`src/rci_sqrt.sv`:
```
`timescale 1ns / 1ps

module rci_sqrt #(
  parameter int unsigned WQ = 16,
  parameter int unsigned SW = 1
) (
  input  logic               clk_i,
  input  logic               rst_ni,
  input  logic               en_i,
  input  logic               valid_i,
  input  logic [WQ-1:0]      q_i,
  input  logic [SW-1:0]      side_i,
  output logic               valid_o,
  output logic [WQ/2-1:0]    root_o,
  output logic [SW-1:0]      side_o
);

  localparam int unsigned NR = WQ / 2;
  localparam int unsigned WR = NR + 2;

  logic [NR:0]               vld_q;
  logic [NR-1:0][WQ-1:0]     q_q;
  logic [NR-1:0][WR-1:0]     rem_q;
  logic [NR:0][NR-1:0]       root_q;
  logic [NR:0][SW-1:0]       sd_q;

  assign vld_q[0]  = valid_i;
  assign q_q[0]    = q_i;
  assign rem_q[0]  = '0;
  assign root_q[0] = '0;
  assign sd_q[0]   = side_i;

  // One root bit per stage, two radicand bits from the top down
  for (genvar j = 0; j < NR; j++) begin : g_st
    logic [WR-1:0] cur;
    logic [WR-1:0] trial;
    logic          ge;

    assign cur   = {rem_q[j][NR-1:0], q_q[j][WQ-1-2*j -: 2]};
    assign trial = {root_q[j], 2'b01};
    assign ge    = cur >= trial;

    always_ff @(posedge clk_i or negedge rst_ni) begin
      if (!rst_ni) begin
        vld_q[j+1] <= 1'b0;
      end else if (en_i) begin
        vld_q[j+1] <= vld_q[j];
      end
    end

    always_ff @(posedge clk_i) begin
      if (en_i) begin
        root_q[j+1] <= {root_q[j][NR-2:0], ge};
        sd_q[j+1]   <= sd_q[j];
      end
    end

    if (j < NR - 1) begin : g_fw
      always_ff @(posedge clk_i) begin
        if (en_i) begin
          rem_q[j+1] <= ge ? (cur - trial) : cur;
          q_q[j+1]   <= q_q[j];
        end
      end
    end
  end

  assign valid_o = vld_q[NR];
  assign root_o  = root_q[NR];
  assign side_o  = sd_q[NR];

endmodule

```
`config.mk`:
```
export PLATFORM = sky130hd
export DESIGN_NAME = rci_sqrt
export DESIGN_NICKNAME = d
export VERILOG_FILES = /design/src/rci_sqrt.sv
export SDC_FILE = /design/constraint.sdc
export NUM_CORES = 1
export LEC_CHECK = 0
export ABC_AREA = 0
export BUFFER_PORTS_ARGS = -buffer_cell sky130_fd_sc_hd__buf_2
export CORE_AREA = 4 4 113 115
export CTS_CLUSTER_DIAMETER = 60
export CTS_CLUSTER_SIZE = 25
export DETAILED_ROUTE_END_ITERATION = 6
export DIE_AREA = 0 0 117 119
export PLACE_DENSITY = 0.87
export SYNTH_ARGS = -nofsm -noshare
export SYNTH_HDL_FRONTEND = slang
export SYNTH_SLANG_ARGS = --single-unit
```
`constraint.sdc`:
```
create_clock -name clk_i -period 2.85 [get_ports clk_i]
set_input_delay 0.57 -clock clk_i [delete_from_list [all_inputs] [get_ports clk_i]]
set_output_delay 0.57 -clock clk_i [all_outputs]
set_load 0.01 [all_outputs]
```
== Word-level counts from Yosys, hierarchy flattened ==
Cells that the tools add are included.
W data, S select, Z words.

* Flip-flop bits (word level): 159
* Latch bits: 0
* Memory bits (writable): 0
* Bits in read-only memories: 0
* Bits of input ports: 21
* Output and inout port bits: 10
* Memories: 0

* $add $sub $neg: 7
* $mul: 0
* Div/mod/pow operators: 0
* $lt $le $gt $ge: 8
* Eq/ne operators: 0
* Shifts and indexed selects: 0
* Muxes and demuxes: 7
* Bitwise operators: 0
* Reductions and logical operators: 0

{| class="wikitable"
|+ Operators by type and width
! kind !! count
|-
| $mux W8 || 6
|-
| $ge A10 B3 Y1 || 1
|-
| $ge A10 B4 Y1 || 1
|-
| $ge A10 B5 Y1 || 1
|-
| $ge A10 B6 Y1 || 1
|-
| $ge A10 B7 Y1 || 1
|-
| $ge A10 B8 Y1 || 1
|-
| $ge A10 B9 Y1 || 1
|-
| $sub A8 B3 Y8 || 1
|-
| $sub A8 B4 Y8 || 1
|-
| $sub A8 B5 Y8 || 1
|-
| $sub A8 B6 Y8 || 1
|-
| $sub A8 B7 Y8 || 1
|-
| $sub A8 B8 Y8 || 1
|-
| $sub A2 B1 Y3 const B || 1
|-
| $ge A2 B1 Y1 const B || 1
|-
| $mux W2 || 1
|}

== Logic depth before layout (Yosys ltp) ==
* Depth in word-level cells: 2
* Gate-level depth with buffers: 8

== Worst setup path before layout ==
No wires, ideal clock.

* Kind: register -> register
* Start point: register rem_q, in the netlist g_st[6].cur[7]
* End point: register rem_q, in the netlist g_st[7].cur[4], data pin
* Setup time: 0.260 ns
* Data arrival time: 1.744 ns
* Required time: 2.590 ns
* Setup slack: 0.846 ns
* Cell stages (with the launch flop): 6
* Cell sequence: edfxtp_1 > ha_1 > or4_4 > nand2_2 > o21ai_4 > mux2_4

* Cells in the longest elaborated chain, start to end: 2

{| class="wikitable"
|+ Ends and longest elaborated chain
! element !! line !! RTL
|-
| start, declared || 23 || <nowiki>logic [NR-1:0][WR-1:0] rem_q;</nowiki>
|-
| start signal, assigned by index || 61 || <nowiki>rem_q[j+1] <= ge ? (cur - trial) : cur;</nowiki>
|-
| $ge A10 B8 Y1 || 41 || <nowiki>assign ge = cur >= trial;</nowiki>
|-
| named net g_st[6].ge || 37 || <nowiki>logic ge;</nowiki>
|-
| $mux W8 || 61 ||
|}

The timed path passes the listed nets, and every way through them passes these cells.
A chain may end at the register's enable or synchronous reset.

== Worst setup path in the final report ==
* Start point: register rem_q, in the netlist g_st[3].cur[3]
* End point: register rem_q, in the netlist g_st[4].cur[5], data pin

* Cells in the longest elaborated chain, start to end: 2

{| class="wikitable"
|+ Ends and longest elaborated chain
! element !! line
|-
| $sub A8 B5 Y8 / $ge A10 B5 Y1 (equally long branches) || 61, 41
|-
| $mux W8 * || 61
|}

Every way passes the cells marked *; elsewhere a longest branch is shown, timed or not.

==> impl_metrics.yaml <==
run_status:
  status: "finished clean"
global_route:
  grt_usage: 0.162
  grt_max_degree: 50
  antenna_found_initial: 0
  grt_pass1_wl_mm: 17.3
  grt_overflow: 0
  grt_pass1_vias: 3982
worst_setup_path:
  r2r_slack_ps: 590
  rr_startpoint: "g_st[3].cur[3]"
  cp-end-kind: "register"
  worst-setup-path-type: "reg2reg"
  reg2reg_depth: 5
  critPathRequiredTime_ps: 3020
  crit_arrival_ps: 2430
  cp-start-kind: "register"
  critPathMaxFanout: 11
  reg2reg_to: "g_st[4].cur[5]"
clock_network:
  clkTransAtPathRegs_ps: 60
  clockBufferDepth: 2
  cts_resized: 0
  htreeDepth: 4
  cts_buffers: 17
  post-cts-setup-buffers: 0
  cts_hold_buf: 1
  cts.sinks: 159
  root_buffer: "clkbuf_16"
  tritoncts: "yes"
  clock_latency_ps: 420
power:
  p_per_area_nw_per_um2: 754
  peakVddDrop_mv: 0.454
  switchingPower_mw: 1.40
  p_seq_frac: 0.503
  power_frac_comb: 0.147
  p_leak_nw: 3.19
  total_power_mw: 5.98
  pwr-share-clk: 0.350
  p_sw_frac: 0.234
  internal_power_mw: 4.58
final_layout:
  final_cell_mix: "edfxtp_1 (151), inv_1 (45), ha_1 (40), buf_2 (29), nor2_1 (25)"
  area_delta_synth_final_pct: 13.0
  nNetsFinal: 582
  antennaDiodeCount: 0
  drive_above_1_share: 0.197
  fin_util: 0.672
  layout_commonest_cell: "edfxtp_1"
placed_design:
  dpl.hpwl_mm: 7.32
  port_buffers: 30
  dp_slack_ps: 659
  gp_congestion: 0.849
synth:
  synth_edf_count: 151
  avgSynthCellArea_um2: 14.9
  syn_area_um2: 7020
  async_reset_ff_frac: 0.0503
  syn_inst: 471
  synth_seq_cells: 159
  ys.flop_type: "edfxtp_1"
  synth_cell_types: 54
  ys_warn_count: 0
  ys_seq_area_frac: 0.674
  syn_nets: 532
hold_path:
  hold_path_depth: 1
  hold_path.class: "in2reg"
  holdPathEnd: "g_st[1].cur[0]"
  hp-start: "q_i[12]"
detailed_routing:
  totalWireLength_mm: 10.5
  first_pass_iters: 4
  drt-initial-drc-count: 215
  met2_length_mm: 5.83
  wl_met1_mm: 3.78
  ant_nets: 0
  highest_layer: "met4"
  drc: 0
  via_per_inst: 5.61
  vias: 3820
  wl_met3_um: 463
  wl_per_cell_um: 15.4
job:
  cap_violations: 0
die:
  die_area_um2: 13900
  die_h_um: 119
  io_pins: 31
  die_w_um: 117
  initial_core_util: 0.594
  core_area_um2: 11800
  num_rows: 40
sta:
  slew_viol_final: 0
  skew_ps: 5.53
  max_freq_ghz: 0.442
  min_period_over_period: 0.793
  tns_ps: 0
  rsz0062_at_grt: "no"
  timing.final.ws_setup_ps: 589
  finalHoldViolCount: 0
  worst_hold_slack_ps: 326
  finalSetupViolCount: 0
  min_period_ps: 2260
==> power by group through the flow <==
stage,clock (mW),combinational (mW),sequential [mW]
after floorplan,0,0.649,3.02
after global placement,0,0.813,3.04
after detailed placement,0,0.868,3.05
after CTS,2.14,0.881,3.01
after global routing,2.26,0.969,3.03
final,2.09,0.878,3.01
==> area by class of cell <==
class	count	area (um^2)
flip-flops and latches	159	4730
fillers	795	3880
multi-input cells	262	2080
clock buffers	18	429
repair buffers	35	209
well taps	147	184
inverters	46	173
clock inverters	14	125
==> synthesized netlist by cell type (3+ instances only) <==
master / instances / area share
a21oi_1: 22 / 0.016
nand2_2: 3 / 0.0027
a21oi_2: 3 / 0.0037
inv_1: 45 / 0.024
edfxtp_1: 151 / 0.65
a211oi_1: 4 / 0.0043
and2_1: 3 / 0.0027
buf_6: 3 / 0.0048
nand2b_1: 14 / 0.012
xnor2_1: 21 / 0.026
ha_1: 40 / 0.071
a21o_1: 3 / 0.0032
nor2b_1: 4 / 0.0036
mux2i_1: 4 / 0.0057
nor2_1: 25 / 0.013
o21ai_1: 3 / 0.0021
mux2_2: 13 / 0.021
nor3_1: 7 / 0.0050
mux2_4: 6 / 0.013
o21ai_0: 16 / 0.011
nand3_1: 3 / 0.0021
xor2_1: 8 / 0.010
or4_4: 3 / 0.0048
dfrtp_1: 8 / 0.029
nor4_1: 4 / 0.0036
and3_1: 3 / 0.0027
nand2_1: 16 / 0.0086
==> stage by stage <==
| stage | instances | instance area, um^2 |
|---|---|---|
| final | 681 | 7930 |
| after global routing | 681 | 7930 |
| after CTS | 681 | 7930 |
| after detailed placement | 648 | 7370 |
| after global placement | 648 | 7370 |
| after floorplan | 471 | 7020 |
==> worst max-delay path: stages (launching register included) <==
cell and delay (ps):
edfxtp_1 400, ha_1 370, o21ai_1 230, a21oi_1 90
or4_4 590, mux2_4 330
==> cells by family after synthesis <==
logic type	share of synthesized area
XOR/XNOR	0.0408
flip-flops	0.674
AO/OA/AOI/OAI	0.0654
other	0.000534
buffers and inverters	0.0299
adder cells (fa/ha/maj)	0.0713
AND/OR/NAND/NOR	0.0784
multiplexers	0.0394
==> how the worst max path moves through the flow <==
stage	startpoint	end	slack, ps	cells past startpoint
2_1_floorplan	g_st[6].cur[7]	g_st[7].cur[4]	850	5
3_3_place_gp	g_st[3].cur[3]	g_st[4].cur[5]	740	5
3_5_place_dp	g_st[3].cur[3]	g_st[4].cur[5]	660	5
4_1_cts	g_st[3].cur[3]	g_st[4].cur[5]	610	5
5_1_grt	g_st[3].cur[2]	g_st[4].cur[5]	550	5
6_report	g_st[3].cur[3]	g_st[4].cur[5]	590	5
==> flip-flops by register name (all words and copies together) (netlist names) <==
signal	count
g_st.cur	65
side_o	1
g_st.trial	28
vld_q	7
q_q	42
root_o	8
sd_q	7
valid_o	1
==> routing by layer <==
metal  up-vias  global-route usage
met2       112               0.290
met4         0               0.105
met5         -                   0
met3        39              0.0437
met1      1837               0.160
li1       1832                   -
(Power assumes the default switching activity.)
