File: src/rci_mul.sv
`timescale 1ns / 1ps

module rci_mul #(
  parameter int unsigned LANES = 1,
  parameter int unsigned WA    = 16,
  parameter int unsigned WB    = 16,
  parameter int unsigned DIG   = 16,
  parameter int unsigned SW    = 1
) (
  input  logic                             clk_i,
  input  logic                             rst_ni,
  input  logic                             en_i,
  input  logic                             valid_i,
  input  logic [LANES-1:0][WA-1:0]         a_i,
  input  logic [LANES-1:0][WB-1:0]         b_i,
  input  logic [SW-1:0]                    side_i,
  output logic                             valid_o,
  output logic [LANES-1:0][WA+WB-1:0]      p_o,
  output logic [SW-1:0]                    side_o
);

  localparam int unsigned NS  = (WB + DIG - 1) / DIG;
  localparam int unsigned WBX = NS * DIG;
  localparam int unsigned WP  = WA + WB;
  localparam int unsigned PW  = WA + DIG + 1;

  logic [NS:0]                        vld_q;
  logic [NS-1:0][LANES-1:0][WA-1:0]   a_q;
  logic [NS-1:0][LANES-1:0][WBX-1:0]  b_q;
  logic [NS:0][LANES-1:0][WP-1:0]     acc_q;
  logic [NS:0][SW-1:0]                sd_q;

  assign vld_q[0] = valid_i;
  assign sd_q[0]  = side_i;
  assign acc_q[0] = '0;

  for (genvar l = 0; l < LANES; l++) begin : g_in
    assign a_q[0][l] = a_i[l];
    assign b_q[0][l] = WBX'($signed(b_i[l]));
  end

  // One digit of B per stage; the top digit carries the sign
  for (genvar j = 0; j < NS; j++) begin : g_st
    logic [LANES-1:0][WP-1:0] acc_d;

    for (genvar l = 0; l < LANES; l++) begin : g_ln
      logic signed [PW-1:0] pp;
      if (j == NS - 1) begin : g_top
        assign pp = PW'($signed(a_q[j][l]) * $signed(b_q[j][l][j*DIG +: DIG]));
      end else begin : g_low
        assign pp = PW'($signed(a_q[j][l]) * $signed({1'b0, b_q[j][l][j*DIG +: DIG]}));
      end
      assign acc_d[l] = acc_q[j][l] + (WP'(pp) << (j * DIG));
    end

    always_ff @(posedge clk_i or negedge rst_ni) begin
      if (!rst_ni) begin
        vld_q[j+1] <= 1'b0;
      end else if (en_i) begin
        vld_q[j+1] <= vld_q[j];
      end
    end

    always_ff @(posedge clk_i) begin
      if (en_i) begin
        acc_q[j+1] <= acc_d;
        sd_q[j+1]  <= sd_q[j];
      end
    end

    if (j < NS - 1) begin : g_fw
      always_ff @(posedge clk_i) begin
        if (en_i) begin
          a_q[j+1] <= a_q[j];
          b_q[j+1] <= b_q[j];
        end
      end
    end
  end

  assign valid_o = vld_q[NS];
  assign p_o     = acc_q[NS];
  assign side_o  = sd_q[NS];

endmodule

File: config.mk
export PLATFORM = sky130hd
export DESIGN_NAME = rci_mul
export DESIGN_NICKNAME = d
export VERILOG_FILES = /design/src/rci_mul.sv
export SDC_FILE = /design/constraint.sdc
export NUM_CORES = 1
export LEC_CHECK = 0
export BUFFER_PORTS_ARGS = -buffer_cell sky130_fd_sc_hd__buf_2
export CAP_MARGIN = 0
export CORE_UTILIZATION = 40
export DETAILED_ROUTE_END_ITERATION = 10
export PLACE_DENSITY = 0.63
export SETUP_SLACK_MARGIN = 0.3
export SYNTH_ARGS = -nofsm -noshare
export SYNTH_HDL_FRONTEND = slang
export SYNTH_SLANG_ARGS = --single-unit
File: constraint.sdc
create_clock -name clk_i -period 0.8 [get_ports clk_i]
set_input_delay 0.04 -clock clk_i [delete_from_list [all_inputs] [get_ports clk_i]]
set_output_delay 0.04 -clock clk_i [all_outputs]
set_load 0.05 [all_outputs]
== Word level (Yosys, flattened, before mapping) ==
Cells that the tools add are included.

* Bits in registers: 34
* Input port bits: 37
* Output and inout port bits: 34
* Logic and storage cells: 4

* Multipliers: 1

{| class="wikitable"
|+ Operators with widths
! operator !! number
|-
| 16-bit by 16-bit multiplier with 32-bit output || 1
|}

== Logic depth before layout (Yosys ltp) ==
* Depth in word-level cells: 1
* Mapped depth: 23
* Depth with buffers taken out: 21

== Least setup slack after synthesis ==
Ideal clock, no wire load.

* Path kind: input-to-reg
* From: input a_i[15] (netlist bit)
* To: register acc_q (netlist bit p_o[29]) (data pin)
* Setup time: 0.262 ns
* Data arrival time: 5.393 ns
* Required time: 0.538 ns
* Path slack: -4.855 ns
* Cell stages on the path: 19
* Buffers on the path: 1
* Cell sequence: clkbuf_1 nand2_1 inv_1 fa_1 fa_1 fa_1 fa_1 fa_1 inv_1 fa_1 inv_1 ha_1 a21o_1 a21o_1 a21o_1 a21o_1 a221oi_4 o21ai_1 xor2_1

{| class="wikitable"
|+ RTL lines
! what !! line !! source
|-
| start: declaration || 14 || <nowiki>input logic [LANES-1:0][WA-1:0] a_i,</nowiki>
|-
| end signal: indexed assignment || 66 || <nowiki>acc_q[j+1] <= acc_d;</nowiki>
|-
| end: declaration || 30 || <nowiki>logic [NS:0][LANES-1:0][WP-1:0] acc_q;</nowiki>
|}

==> impl.org <==
** Synth
- The Yosys step of the flow raised 0 warnings.
- Sequential fraction of the synthesis area :: 0.0932
- Ranked by total cell area, the synthesized netlist is headed by sky130_fd_sc_hd__fa_1 (48%), sky130_fd_sc_hd__inv_1 (10%), sky130_fd_sc_hd__ha_1 (9.4%).
- Syn nets :: 1498
- Number of cells produced by synthesis :: 1117
- Xor/xnor cell area share of the yosys netlist :: 0.0273
- Most instantiated flip-flop cell in the synthesis netlist :: sky130_fd_sc_hd__edfxtp_1
- By area, the combinational part of the netlist is dominated by adder cells.
- sky130_fd_sc_hd__inv_1 is the most common cell in the netlist.
- Number of enable flip-flop cells after synthesis :: 33
- A synthesized cell averages 9.76 um2.
- Of the post-synthesis cell area, the dominant cell type holds 0.481.
- Number of synthesized register bits :: 34
- Top post-synthesis cells by count :: sky130_fd_sc_hd__inv_1 (292), sky130_fd_sc_hd__fa_1 (262), sky130_fd_sc_hd__nand2_1 (134), sky130_fd_sc_hd__and2_1 (123), sky130_fd_sc_hd__ha_1 (82)
- After synthesis, the share of flip-flops with an asynchronous set or reset is 0.0294.
- Of the post-synthesis cell area, the part taken by muxes is 0.00195.
- Area share of fa/ha/maj cells after synthesis :: 0.575
- Of the total synthesized cell area, the portion taken by AND, OR, NAND and NOR gates is 0.139.
- Counting distinct cell types in the post-synthesis netlist gives 45.
- Summing every instance area after synthesis gives 10900 um2.
- Top cell type by total area after synthesis :: sky130_fd_sc_hd__fa_1
- The area fraction in compound gates after synthesis came to 0.0515.

** STA
- For the final database, setup skew stands at 0 ns.
- Setup total negative slack on the finished layout was measured at -108.46 ns.
- Max-slew violation count :: 0
- Slew margin rel. :: 0.749
- The final hold violation count came to 2.
- Dividing the final minimum period by the clock period gives 6.36.
- Shortest period the worst path allows :: 5.09 ns
- The tightest hold path in the finished design has a slack of -0.0629 ns.
- For the pin with the worst max-slew slack, the measured transition is 0.376 ns.
- Setup repair after global routing missed its margin :: yes
- Setup Viol. Count Final :: 65
- Timing would allow up to 197 MHz.
- Final critical-path setup slack :: -4.29 ns

** GRT
- Overall Global Routing Usage :: 0.205
- After global routing the overflow that remains totals 0.
- The via count of the first global-routing pass is 9471.
- Global-route wire length before repair :: 45.2 mm
- Initial antenna violation count :: 0
- Largest net degree at the start of global routing :: 34

** Setup path
- The worst setup path is of the primary input to register kind.
- Data on the critical path is required at its endpoint by 0.83 ns.
- STA classifies the critical path endpoint as a register.
- At the worst endpoint, the arrival time is 5.12 ns.
- In this design, the stage delay of the slowest critical-path cell is 0.58 ns.
- Cell breakdown of the critical path :: buf_12 > buf_4 > buf_12 > nand2_1 > fa_1 > inv_1 > fa_1 > fa_1 > fa_1 > fa_1 > inv_1 > fa_1 > inv_1 > ha_4 > a21o_1 > a21o_1 > a21o_1 > a21o_1 > a221oi_4 > o21ai_2 > xor2_1
- STA classifies the critical path startpoint as a primary input.
- Maximum fanout count along the critical path :: 8
- Among all stages on the critical path, the largest delay is contributed by sky130_fd_sc_hd__fa_1.
- Cell family contributing the most delay on the critical path :: adder cells
- CP Buf/Inv Count :: 6
- Cell repeated most along the worst path :: sky130_fd_sc_hd__fa_1

** Place
- Routability-driven placement finished with a final weighted congestion of 0.871.
- In this run the tool buffered the top-level ports with 70 buffer cells.
- Summed over all nets, the half-perimeter wirelength after detailed placement is 22.5 mm.
- Before CTS, the worst setup slack after placement is -4.82 ns.

** Route
- In the final routed layout, each cell accounts on average for 15.7 um.
- Wires add up to 26.5 mm.
- Remaining antenna violation count :: 0
- Number of detailed-route iterations in the first pass :: 4
- Drt first-iter violations :: 302
- After detailed routing, the number of remaining DRC violations is 0.
- Vias :: 8108
- Using the TritonRoute via totals, the vias-per-cell ratio works out to 4.80.

** Final layout
- Net count reported at finish :: 1728
- Once layout is complete, the utilization of the core stands at 0.550.
- Register cell area after layout :: 1020 um2
- Number of antenna diodes :: 0
- Share of post-route cells with drive strength above 1 :: 0.331
- Filler instances :: 2365
- Relative to the synthesized area, the layout overhead comes to 35.5%.
- Multi-input gate area in the final layout :: 9530 um2

** Floorplan
- After floorplanning, the core was divided into 60 placement rows.
- Measured along the x axis, the die boundary spans 167 um.
- Vertical die dimension :: 167 um
- For this design the top-level I/O count stands at 71.
- The floorplan step defined a die boundary enclosing 27900 um2.
- In this run the standard cell core region covers 26900 um2.
- For this configuration, the core starts out at a cell density of 0.406.

** Clocking
- TritonCTS clock tree :: built
- Clock transition at the registers of the reported paths :: 0.06 ns
- Clock H-tree levels :: 2
- The cell sitting at the root of the clock tree is a sky130_fd_sc_hd__clkbuf_16.
- Clock tree synthesis found a total of 34 sinks.
- After clock tree synthesis, the flow added hold-fix buffers numbering 1.
- Insertion delay to the later sink of the worst-skew pair :: 0.28 ns
- Number of buffers inserted during clock tree synthesis :: 5
- The clock passes through at most 2 buffers.

** Flow run
- Count of maximum capacitance violations :: 0

** Min path
- Path class of the lowest-slack min-delay path :: primary input to register

** Run status
- The checks that failed: hold timing, setup timing.
- Outcome :: finished with violations
[layout by cell type (no fill, tap or decap), types with 3 or more instances in the layout]
master and instances:
sky130_fd_sc_hd__a21oi_1 5, sky130_fd_sc_hd__nor2_2 3, sky130_fd_sc_hd__buf_12 16, sky130_fd_sc_hd__edfxtp_1 33, sky130_fd_sc_hd__ha_4 34, sky130_fd_sc_hd__and2_4 34, sky130_fd_sc_hd__nand2b_1 6, sky130_fd_sc_hd__nand2_2 9
sky130_fd_sc_hd__o211ai_1 4, sky130_fd_sc_hd__xnor2_1 22, sky130_fd_sc_hd__ha_1 45, sky130_fd_sc_hd__buf_8 11, sky130_fd_sc_hd__inv_1 264, sky130_fd_sc_hd__o21ai_2 4, sky130_fd_sc_hd__buf_4 148, sky130_fd_sc_hd__nor2_1 20
sky130_fd_sc_hd__and2_1 90, sky130_fd_sc_hd__xnor2_2 4, sky130_fd_sc_hd__xor2_2 3, sky130_fd_sc_hd__o21a_1 4, sky130_fd_sc_hd__a21o_1 14, sky130_fd_sc_hd__nand2_4 5, sky130_fd_sc_hd__fa_2 15, sky130_fd_sc_hd__a21oi_2 20
sky130_fd_sc_hd__buf_2 5, sky130_fd_sc_hd__fa_1 247, sky130_fd_sc_hd__buf_6 71, sky130_fd_sc_hd__xor2_1 5, sky130_fd_sc_hd__ha_2 3, sky130_fd_sc_hd__inv_2 27, sky130_fd_sc_hd__clkbuf_16 8, sky130_fd_sc_hd__nor2b_1 3
sky130_fd_sc_hd__nand2_1 120
[kinds of logic after synthesis]
kind of cell / Yosys count
adders and majority gates: 344
buffers and inverters: 325
and+or+nand+nor: 304
AOI/OAI and AO/OA: 74
xor gates and xnor gates: 34
DFF: 34
muxes: 2
[worst paths after layout]
path	startpoint	endpoint	slack, ns	cells past startpoint
max	b_i[11]	p_o[29]	-4.29	21
min	side_i	side_o	-0.06	1
max reg2reg	valid_o	valid_o	0.03	1
min reg2reg	valid_o	valid_o	0.53	1
max in group asynchronous	rst_ni	valid_o	0.64	2
min in group asynchronous	rst_ni	valid_o	0.06	2
[flip-flops by register name, summed over array words and instances, names as in the netlist]
name,count
side_o,1
p_o,32
valid_o,1
[through the flow]
| stage | instance area, um2 | instances |
|---|---|---|
| 6_report | 14800 | 1689 |
| 5_1_grt | 14800 | 1689 |
| 4_1_cts | 14100 | 1669 |
| 3_5_place_dp | 13200 | 1646 |
| 3_3_place_gp | 13200 | 1646 |
| 2_1_floorplan | 11600 | 1117 |
[what timing repair did]
item,CTS,global route
pin swaps,59,70
setup endpoints to repair,66,67
setup buffers,14,17
gates cloned,0,3
gates resized for setup,186,123
hold endpoints to repair,3,2
[cell type report]
type                    instances  share of cell area
clock buffers                   5             0.00847
clock inverters                 3             0.00432
inverters                     292              0.0744
multi-input cells             758               0.645
flip-flops and latches         34              0.0689
well taps                     341              0.0289
repair buffers                256               0.170
[per-layer routing]
layer / wire, um / vias to the layer above / part of all wire / global-route usage
met1: 9710 / 4208 / 0.37 / 0.236
met2: 15300 / 139 / 0.58 / 0.406
met4: 622 / 0 / 0.023 / 0.0483
met5: 0 / - / 0 / 0
li1: - / 3723 / - / -
met3: 856 / 38 / 0.032 / 0.0182
Power is left out: the tool's default activity adds up to more than one toggle a clock period on the data nets, which glitch-free logic cannot reach.
